==> config.mk <==
export PLATFORM = sky130hd
export DESIGN_NAME = vat_cordic
export DESIGN_NICKNAME = d
export VERILOG_FILES = /design/src/hw/rtl/vat_pkg.sv /design/src/hw/rtl/vat_cordic.sv
export SDC_FILE = /design/constraint.sdc
export NUM_CORES = 1
export LEC_CHECK = 0
export BUFFER_PORTS_ARGS = -buffer_cell sky130_fd_sc_hd__buf_2
export CAP_MARGIN = 30
export CORE_ASPECT_RATIO = 0.6
export CORE_MARGIN = 2
export CORE_UTILIZATION = 25
export DETAILED_ROUTE_END_ITERATION = 12
export GPL_ROUTABILITY_DRIVEN = 0
export PLACE_DENSITY_LB_ADDON = 0.3
export REMOVE_ABC_BUFFERS = 1
export SETUP_SLACK_MARGIN = 0.5
export SYNTH_ARGS = -nofsm -noshare
export SYNTH_HDL_FRONTEND = slang
export SYNTH_SLANG_ARGS = --single-unit
export TNS_END_PERCENT = 10
==> constraint.sdc <==
create_clock -name clk -period 8 [get_ports clk]
set_input_delay 1.6 -clock clk [delete_from_list [all_inputs] [get_ports clk]]
set_output_delay 1.6 -clock clk [all_outputs]
set_load 0.005 [all_outputs]
==> src/hw/rtl/vat_pkg.sv <==
// ----------------------------------------------------------------------------
// vat_pkg: shared types and constants for the vertex affine transform
// Payload structs, register and mode codes, CORDIC arctangent table.
// ----------------------------------------------------------------------------
`default_nettype none

package vat_pkg;

  // Coordinate format: signed Q16.16
  localparam int COORD_WIDTH = 32;

  // CORDIC iteration count (default) and table depth
  localparam int CORDIC_STEPS_DEF = 16;
  localparam int CORDIC_STEPS_MAX = 24;

  // Sine / cosine format: signed Q1.16
  localparam int TRIG_WIDTH = 18;
  localparam logic signed [TRIG_WIDTH-1:0] TRIG_ONE  = 18'sd65536;
  localparam logic signed [TRIG_WIDTH-1:0] TRIG_ZERO = 18'sd0;

  // Configuration port
  localparam int CFG_DATA_WIDTH  = 32;
  localparam int CFG_INDEX_WIDTH = 2;
  localparam int MODE_WIDTH      = 2;
  localparam int AXIS_WIDTH      = 2;
  localparam int ANGLE_WIDTH     = 16;

  localparam logic [CFG_INDEX_WIDTH-1:0] REG_MODE   = 2'd0;
  localparam logic [CFG_INDEX_WIDTH-1:0] REG_AXIS   = 2'd1;
  localparam logic [CFG_INDEX_WIDTH-1:0] REG_ANGLE  = 2'd2;
  localparam logic [CFG_INDEX_WIDTH-1:0] REG_AMOUNT = 2'd3;

  localparam logic [MODE_WIDTH-1:0] MODE_ROTATE    = 2'd0;
  localparam logic [MODE_WIDTH-1:0] MODE_TRANSLATE = 2'd1;
  localparam logic [MODE_WIDTH-1:0] MODE_SCALE     = 2'd2;

  localparam logic [AXIS_WIDTH-1:0] AXIS_X = 2'd0;
  localparam logic [AXIS_WIDTH-1:0] AXIS_Y = 2'd1;
  localparam logic [AXIS_WIDTH-1:0] AXIS_Z = 2'd2;

  // Register stages from input register to output register
  localparam int PIPE_DEPTH = 7;

  typedef struct packed {
    logic signed [COORD_WIDTH-1:0] x_in;
    logic signed [COORD_WIDTH-1:0] y_in;
    logic signed [COORD_WIDTH-1:0] z_in;
  } vertex_in_t;

  typedef struct packed {
    logic signed [COORD_WIDTH-1:0] x_out;
    logic signed [COORD_WIDTH-1:0] y_out;
    logic signed [COORD_WIDTH-1:0] z_out;
  } vertex_out_t;

  // Status from the sine/cosine generator
  typedef struct packed {
    logic                         busy;
    logic signed [TRIG_WIDTH-1:0] cos_val;
    logic signed [TRIG_WIDTH-1:0] sin_val;
  } trig_t;

  // atan(2^-i) in units of 2^-32 turn
  function automatic logic [31:0] cordic_atan(input logic [4:0] idx);
    logic [31:0] val;
    unique case (idx)
      5'd0:    val = 32'h20000000;
      5'd1:    val = 32'h12E4051E;
      5'd2:    val = 32'h09FB385B;
      5'd3:    val = 32'h051111D4;
      5'd4:    val = 32'h028B0D43;
      5'd5:    val = 32'h0145D7E1;
      5'd6:    val = 32'h00A2F61E;
      5'd7:    val = 32'h00517C55;
      5'd8:    val = 32'h0028BE53;
      5'd9:    val = 32'h00145F2F;
      5'd10:   val = 32'h000A2F98;
      5'd11:   val = 32'h000517CC;
      5'd12:   val = 32'h00028BE6;
      5'd13:   val = 32'h000145F3;
      5'd14:   val = 32'h0000A2FA;
      5'd15:   val = 32'h0000517D;
      5'd16:   val = 32'h000028BE;
      5'd17:   val = 32'h0000145F;
      5'd18:   val = 32'h00000A30;
      5'd19:   val = 32'h00000518;
      5'd20:   val = 32'h0000028C;
      5'd21:   val = 32'h00000146;
      5'd22:   val = 32'h000000A3;
      5'd23:   val = 32'h00000051;
      default: val = 32'h00000000;
    endcase
    return val;
  endfunction

endpackage

`default_nettype wire

==> src/hw/rtl/vat_cordic.sv <==
// ----------------------------------------------------------------------------
// vat_cordic: iterative sine/cosine generator
// Rotation-mode CORDIC, one iteration per cycle, started by an angle write.
// Quadrant folding up front, rounding to Q1.16 and clamping in a final cycle.
// ----------------------------------------------------------------------------
`default_nettype none

module vat_cordic #(
  parameter int CORDIC_STEPS = vat_pkg::CORDIC_STEPS_DEF
) (
  input  wire                                  clk,
  input  wire                                  rst_n,
  input  wire                                  start,
  input  wire  [vat_pkg::ANGLE_WIDTH-1:0]      angle,
  output vat_pkg::trig_t                       trig
);

  localparam int CNT_W = $clog2(CORDIC_STEPS + 1);
  localparam int XW    = 34;   // x/y datapath, Q2.30 plus headroom
  localparam int ZW    = 33;   // angle accumulator, 2^32 per turn
  localparam int AW    = vat_pkg::ANGLE_WIDTH + 1;
  localparam int TW    = vat_pkg::TRIG_WIDTH;

  localparam logic signed [XW-1:0] K_Q30   = 34'sd652032874;
  localparam logic signed [XW-1:0] RND_Q14 = 34'sd8192;
  localparam logic signed [AW-1:0] HALF    = 17'sd32768;
  localparam logic signed [AW-1:0] QUARTER = 17'sd16384;
  localparam logic signed [XW-1:0] C_ONE   = 34'sd65536;

  logic                    busy_r, busy_nxt;
  logic [CNT_W-1:0]        step_r, step_nxt;
  logic signed [XW-1:0]    x_r, x_nxt;
  logic signed [XW-1:0]    y_r, y_nxt;
  logic signed [ZW-1:0]    z_r, z_nxt;
  logic                    flip_r, flip_nxt;
  logic signed [TW-1:0]    cos_r, cos_nxt;
  logic signed [TW-1:0]    sin_r, sin_nxt;

  logic signed [AW-1:0]    ang_s;
  logic signed [AW-1:0]    ang_fold;
  logic                    fold;
  logic signed [XW-1:0]    x_sh, y_sh;
  logic signed [ZW-1:0]    atan_s;
  logic signed [XW-1:0]    c_rnd, s_rnd;
  logic signed [TW-1:0]    c_fin, s_fin;

  // Clamp a Q2.30 value already rounded and shifted to Q1.16
  function automatic logic signed [TW-1:0] clamp_q16(input logic signed [XW-1:0] v);
    logic signed [TW-1:0] r;
    if (v > C_ONE) begin
      r = TW'(C_ONE);
    end else if (v < -C_ONE) begin
      r = TW'(-C_ONE);
    end else begin
      r = TW'(v);
    end
    return r;
  endfunction

  // Fold angle into [-quarter, quarter]; a folded angle negates the result
  always_comb begin
    ang_s = {angle[vat_pkg::ANGLE_WIDTH-1], angle};
    fold  = 1'b0;
    ang_fold = ang_s;
    if (ang_s > QUARTER) begin
      ang_fold = ang_s - HALF;
      fold     = 1'b1;
    end else if (ang_s < -QUARTER) begin
      ang_fold = ang_s + HALF;
      fold     = 1'b1;
    end
  end

  // One micro-rotation and the final rounding
  always_comb begin
    x_sh   = x_r >>> step_r;
    y_sh   = y_r >>> step_r;
    atan_s = $signed({1'b0, vat_pkg::cordic_atan(5'(step_r))});
    c_rnd  = (x_r + RND_Q14) >>> 14;
    s_rnd  = (y_r + RND_Q14) >>> 14;
    c_fin  = flip_r ? -clamp_q16(c_rnd) : clamp_q16(c_rnd);
    s_fin  = flip_r ? -clamp_q16(s_rnd) : clamp_q16(s_rnd);
  end

  // Sequencer: load, iterate, finish
  always_comb begin
    busy_nxt = busy_r;
    step_nxt = step_r;
    x_nxt    = x_r;
    y_nxt    = y_r;
    z_nxt    = z_r;
    flip_nxt = flip_r;
    cos_nxt  = cos_r;
    sin_nxt  = sin_r;
    if (start) begin
      busy_nxt = 1'b1;
      step_nxt = '0;
      x_nxt    = K_Q30;
      y_nxt    = '0;
      z_nxt    = {ang_fold, 16'b0};
      flip_nxt = fold;
    end else if (busy_r) begin
      if (step_r == CNT_W'(CORDIC_STEPS)) begin
        busy_nxt = 1'b0;
        cos_nxt  = c_fin;
        sin_nxt  = s_fin;
      end else begin
        step_nxt = step_r + 1'b1;
        if (!z_r[ZW-1]) begin
          x_nxt = x_r - y_sh;
          y_nxt = y_r + x_sh;
          z_nxt = z_r - atan_s;
        end else begin
          x_nxt = x_r + y_sh;
          y_nxt = y_r - x_sh;
          z_nxt = z_r + atan_s;
        end
      end
    end
  end

  // Control and held results
  always_ff @(posedge clk) begin
    if (!rst_n) begin
      busy_r <= 1'b0;
      step_r <= '0;
      cos_r  <= vat_pkg::TRIG_ONE;
      sin_r  <= vat_pkg::TRIG_ZERO;
    end else begin
      busy_r <= busy_nxt;
      step_r <= step_nxt;
      cos_r  <= cos_nxt;
      sin_r  <= sin_nxt;
    end
  end

  // Working registers
  always_ff @(posedge clk) begin
    x_r    <= x_nxt;
    y_r    <= y_nxt;
    z_r    <= z_nxt;
    flip_r <= flip_nxt;
  end

  assign trig.busy    = busy_r;
  assign trig.cos_val = cos_r;
  assign trig.sin_val = sin_r;

endmodule

`default_nettype wire

Word level (Yosys, flattened, before mapping):

Memory sizes are Yosys's and may differ from the RTL's. A register that Yosys moved wholly into a read port is not among the register bits.
Cells that the tools add are included.

* add/subtract/negate cells: 13
* multipliers: 0
* divide/modulo/power cells: 0
* magnitude comparators: 6
* equality and inequality tests: 2
* shift operators: 2
* mux-type cells: 20
* bitwise gates (word level): 3
* reductions and logical operators: 5

Operator list (count)
* 33-bit two-way mux: 4
* 18-bit two-way mux: 6
* 34-bit by 15-bit adder with 34-bit output, second input constant: 2
* 34-bit adder: 2
* 34-bit two-way mux: 2
* 34-bit by 5-bit >>> shifter with 34-bit output: 2
* 34-bit subtractor: 2
* 20-bit by 18-bit > comparator with 1-bit output, second input constant: 2
* 20-bit by 17-bit < comparator with 1-bit output, second input constant: 2
* 18-bit negator: 2
* 17-bit two-way mux: 2
* 33-bit adder: 1
* 33-bit subtractor: 1
* 16-bit by 17-bit adder with 17-bit output, second input constant: 1
* 16-bit by 17-bit subtractor with 17-bit output, second input constant: 1
* 16-bit > comparator, second input constant: 1
* 16-bit by 15-bit < comparator with 1-bit output, second input constant: 1
* 5-bit two-way mux: 2
* 5-bit by 1-bit adder with 5-bit output, second input constant: 1
* 5-bit equality test, second input constant: 1
* 1-bit two-way mux: 4
* 2-bit AND reduction: 2
* 1-bit NOT: 3
* 3-bit AND reduction: 1
* other kinds (3): 3

* flip-flop bits (word level): 144
* latch bits: 0
* memory bits (writable): 0
* memory bits (read-only): 960
* bits of input ports: 19
* output and inout bits: 37
* word-level logic and storage cells: 61
* memories kept: 1

Memory list
* (no name shown): depth 32, width 30, rd ports 1, clocked after Yosys merged registers in 1, write ports 0, line vat_pkg.sv:66 `unique case (idx)`

Logic depth before layout (Yosys ltp):

* depth in word-level cells: 6
* depth in mapped cells: 27
* depth with buffers taken out: 22

Worst setup path after synthesis:

Ideal clock, no wire load.

* kind: register to register
* start point: register step_r[0]
* end point: register y_r[33]
* setup time: 0.121 ns
* data arrival time: 6.206 ns
* data required time: 7.879 ns
* slack: 1.673 ns
* stages on the path, launching flop included: 25
* path buffers: 5
* clock period less this slack: 6.327 ns
* cells stage by stage: dfxtp_1 > buf_2 > buf_4 > buf_4 > buf_2 > buf_1 > mux4_2 > a221oi_1 > ha_1 > inv_1 > nor3_1 > nand3_1 > nor4_1 > nor2b_1 > a21oi_1 > xnor2_1 > ha_1 > and3_1 > a221o_1 > and2_1 > o31ai_1 > o21ai_0 > a31oi_1 > mux2i_1 > mux2_2

* word-level cells in the longest chain between the ends: 3
* elaborated cells on any way between the ends: 7
* classes of those cells: add/sub (2); eq/ne (1); shift (1); mux (1); bitwise (1); reduce/logical (1)

Ends and longest elaborated chain
* start: declaration: line vat_cordic.sv:31 `logic [CNT_W-1:0] step_r, step_nxt;`
* start signal: assignment: line vat_cordic.sv:131 `step_r <= step_nxt;`
* 34-bit by 5-bit >>> shifter with 34-bit output or 5-bit equality test (tied branches): line vat_cordic.sv:76, vat_cordic.sv:103
* 34-bit adder (tied with other cells): line vat_cordic.sv:111 `y_nxt = y_r + x_sh;`
* 34-bit two-way mux or 2-bit AND reduction (tied branches)
* end signal: assignment: line vat_cordic.sv:140 `y_r <= y_nxt;`
* end: declaration: line vat_cordic.sv:33 `logic signed [XW-1:0] y_r, y_nxt;`

Several ways; a longest one is shown, not always the timed one.
A chain may end at the register's enable or synchronous reset.

Final worst setup path:

* start point: register step_r[1]
* end point: register y_r[33]

Same word-level chain as after synthesis.

==> metrics.cfg <==
[critical_path]
crit_path_end_kind = register
worst-path-max-fanout = 28
reg2reg_to = y_r[33]
path_cells = mux4_2, mux2i_1, a21oi_1, a2111oi_2, nor3b_1, nand3_1, nor4_1, nor2b_1, a21oi_1, xnor2_1, ha_1, and3_1, a221o_1, and2_1, o31ai_1, o21ai_0, a31oi_1, mux2i_1, mux2_2
startpoint_type = register
critPathSlowestCell = dfxtp_4
r2r_start = step_r[1]
max_stage_delay_ns = 0.70
reg2reg_slack_ns = 1.01
arrival_ns = 7.38
crit_type = register to register
rr_worst_depth = 19
required_ns = 8.39

[grt]
grt_pass1_wl_um = 115000
grt-ovfl-total = 0
track_usage_pct = 18.0
antenna_found_initial = 4
grt_pass1_vias = 17805
grt_max_degree = 87

[run_status]
status = finished, final reports clean

[hold_path]
min-delay-start = sin_r[9]
holdPathEnd = sin_r[9]
hold_path_class = register to register
hold_path_depth = 2

[final_layout]
area_delta_synth_final_pct = 10.2
final_common_cell = nand2_1
final_nets = 2708
drive_gt1_share_pct = 11.7
layoutNonFillerInstCount = 3652
layout_common_cells = nand2_1, a21oi_1, nor2_1, dfxtp_1, o21ai_0
fill_cells = 8662
fin_util_pct = 27.8

[cts]
clk_latency_ns = 0.50
clk_pin_slew_ns = 0.08
cts.repair.resized = 0
numCtsBuffers = 17
root_buffer = clkbuf_16
htree_levels = 4
clockBufferDepth = 2
cts_sinks = 174
cts_tree = built

[detailed_routing]
first_pass_iters = 7
ant_nets = 0
post_drt_via_cell_ratio = 5.52
wl_um = 76500
wl_per_cell_um = 20.9
drtIter0Drc = 2658
drc = 0
dr_total_vias = 20177

[synth]
syn_area_sq_mm = 0.0200
synthCells = 2607
synth_edf_count = 18
synthArstFlopShare_pct = 0
synth_cell_types = 92
ys_top_cells_by_area = dfxtp_1, mux4_2, ha_1
synth_warnings = 0
synth_top_area_share_pct = 15.6
yosysTopAreaCell = dfxtp_1
seq_area_frac_synth_pct = 18.3
synth_seq_cells = 174
synth_ff_type = dfxtp_1
synth.avg_cell_area_sq_um = 7.69

[job]
cap_violations = 0

[floorplanning]
rows = 80
die_w_um = 370
fp.dieH_um = 223
io_pins = 56
initial_utilization_pct = 25.2
placeableCoreArea_sq_mm = 0.0795
dieArea_sq_mm = 0.0825

[timing]
fin_crit_ns = 6.99
fin_crit_sh_pct = 87.4
tightest_slew_ns = 1.05
drv_slew = 0
setup_viol = 0
slew_headroom_pct = 29.5
rsz0062_at_grt = false
hold_violations = 0
skew_ns = 0.0127
fmax_mhz = 143

[place]
dp.cells = 3617
hpwl_um = 58600
port_buffers = 55

[power]
ir_drop_v = 0.000155
power_density_mw_per_mm2 = 319
p_leak_uw = 0.00870

layout make-up:
| class | instances | area, sq um | share of cell area [%] |
|---|---|---|---|
| timing repair buffer | 126 | 851 | 3.85 |
| antenna | 2 | 5.00 | 0.0227 |
| tap | 1066 | 1330 | 6.04 |
| inverter | 91 | 342 | 1.55 |
| sequential | 174 | 3680 | 16.6 |
| clock inverter | 12 | 103 | 0.464 |
| clock buffer | 19 | 454 | 2.06 |
| multi-input combinational | 2162 | 15300 | 69.4 |
flip-flops by register name (all words and copies together) (netlist names):
register  count
atan_s       30
busy_r        1
cos_r        18
flip_r        1
sin_r        18
step_r        5
x_r          34
y_r          34
z_r          33
per-stage QoR:
stage | hold WS [ns] | TNS, ns | area [sq um] | setup slack (ns) | total power [uW]
floorplan | 0.430 | -21.19 | 19300 | -1.19 | 4700
global placement | 0.437 | 0 | 21500 | 1.10 | 6070
detailed placement | 0.443 | 0 | 21500 | 1.06 | 6010
CTS | 0.453 | 0 | 22000 | 1.02 | 6920
global route | 0.475 | 0 | 22100 | 0.604 | 7560
finish | 0.449 | 0 | 22100 | 1.01 | 7050
layer usage:
layer  vias up  wire length, um  GRT usage, %
li1       9582                -             -
met5         -               20             0
met3        73            11700          9.17
met4         2              836          2.81
met2       987            25000          19.9
met1      9533            39000          29.0
power by group:
group | switching (uW) | total, uW | internal, uW
clock | 437 | 860 | 423
sequential | 363 | 1380 | 1020
combinational | 2840 | 4810 | 1970
cells in the mapped netlist (all sizes together) (19+ instances only):
master	number
a211oi	39
a21o	54
a21oi	261
a31oi	46
and2	21
and3	34
buf	62
clkbuf	118
dfxtp	156
ha	114
inv	85
mux2	25
mux2i	51
mux4	82
nand2	321
nand2b	20
nand3	87
nand4	20
nor2	183
nor3	68
nor4	27
o211ai	27
o21a	29
o21ai	140
o31ai	21
or3	19
xnor2	132
xor2	94
repair_timing:
item                                    4_1_cts  5_1_grt
hold buffers                                  0        0
endpoints found under the setup margin        0        4
setup buffers                                 0        1
worst max path at each step:
stage	start	to	cells after the start
after floorplan	step_r[0]	x_r[33]	19
after global placement	step_r[1]	y_r[33]	21
after detailed placement	step_r[1]	x_r[32]	21
after CTS	step_r[1]	y_r[33]	19
after global routing	step_r[1]	x_r[32]	21
final	step_r[1]	y_r[33]	19
worst max-delay path, delay by kind of cell (launching register included):
family	cells	cell delay, ns
multiplexers	4	1.59
flip-flops	1	0.70
AND/OR/NAND/NOR	6	2.08
adder cells (fa/ha/maj)	1	0.32
XOR/XNOR	1	0.16
AO/OA/AOI/OAI	7	2.02
cell families (layout without fill, tap and decap cells):
logic type,count (synthesis),after routing,synth area share [%]
other cells,0,2,0
fa+ha+maj,117,117,7.42
simple gates,876,876,20.8
mux,158,158,13.2
flops,174,174,18.3
compound gates,785,785,25.0
xor+xnor,226,226,9.87
buf+inv,271,248,5.41
Note: power is estimated with default switching activity, not from simulation.
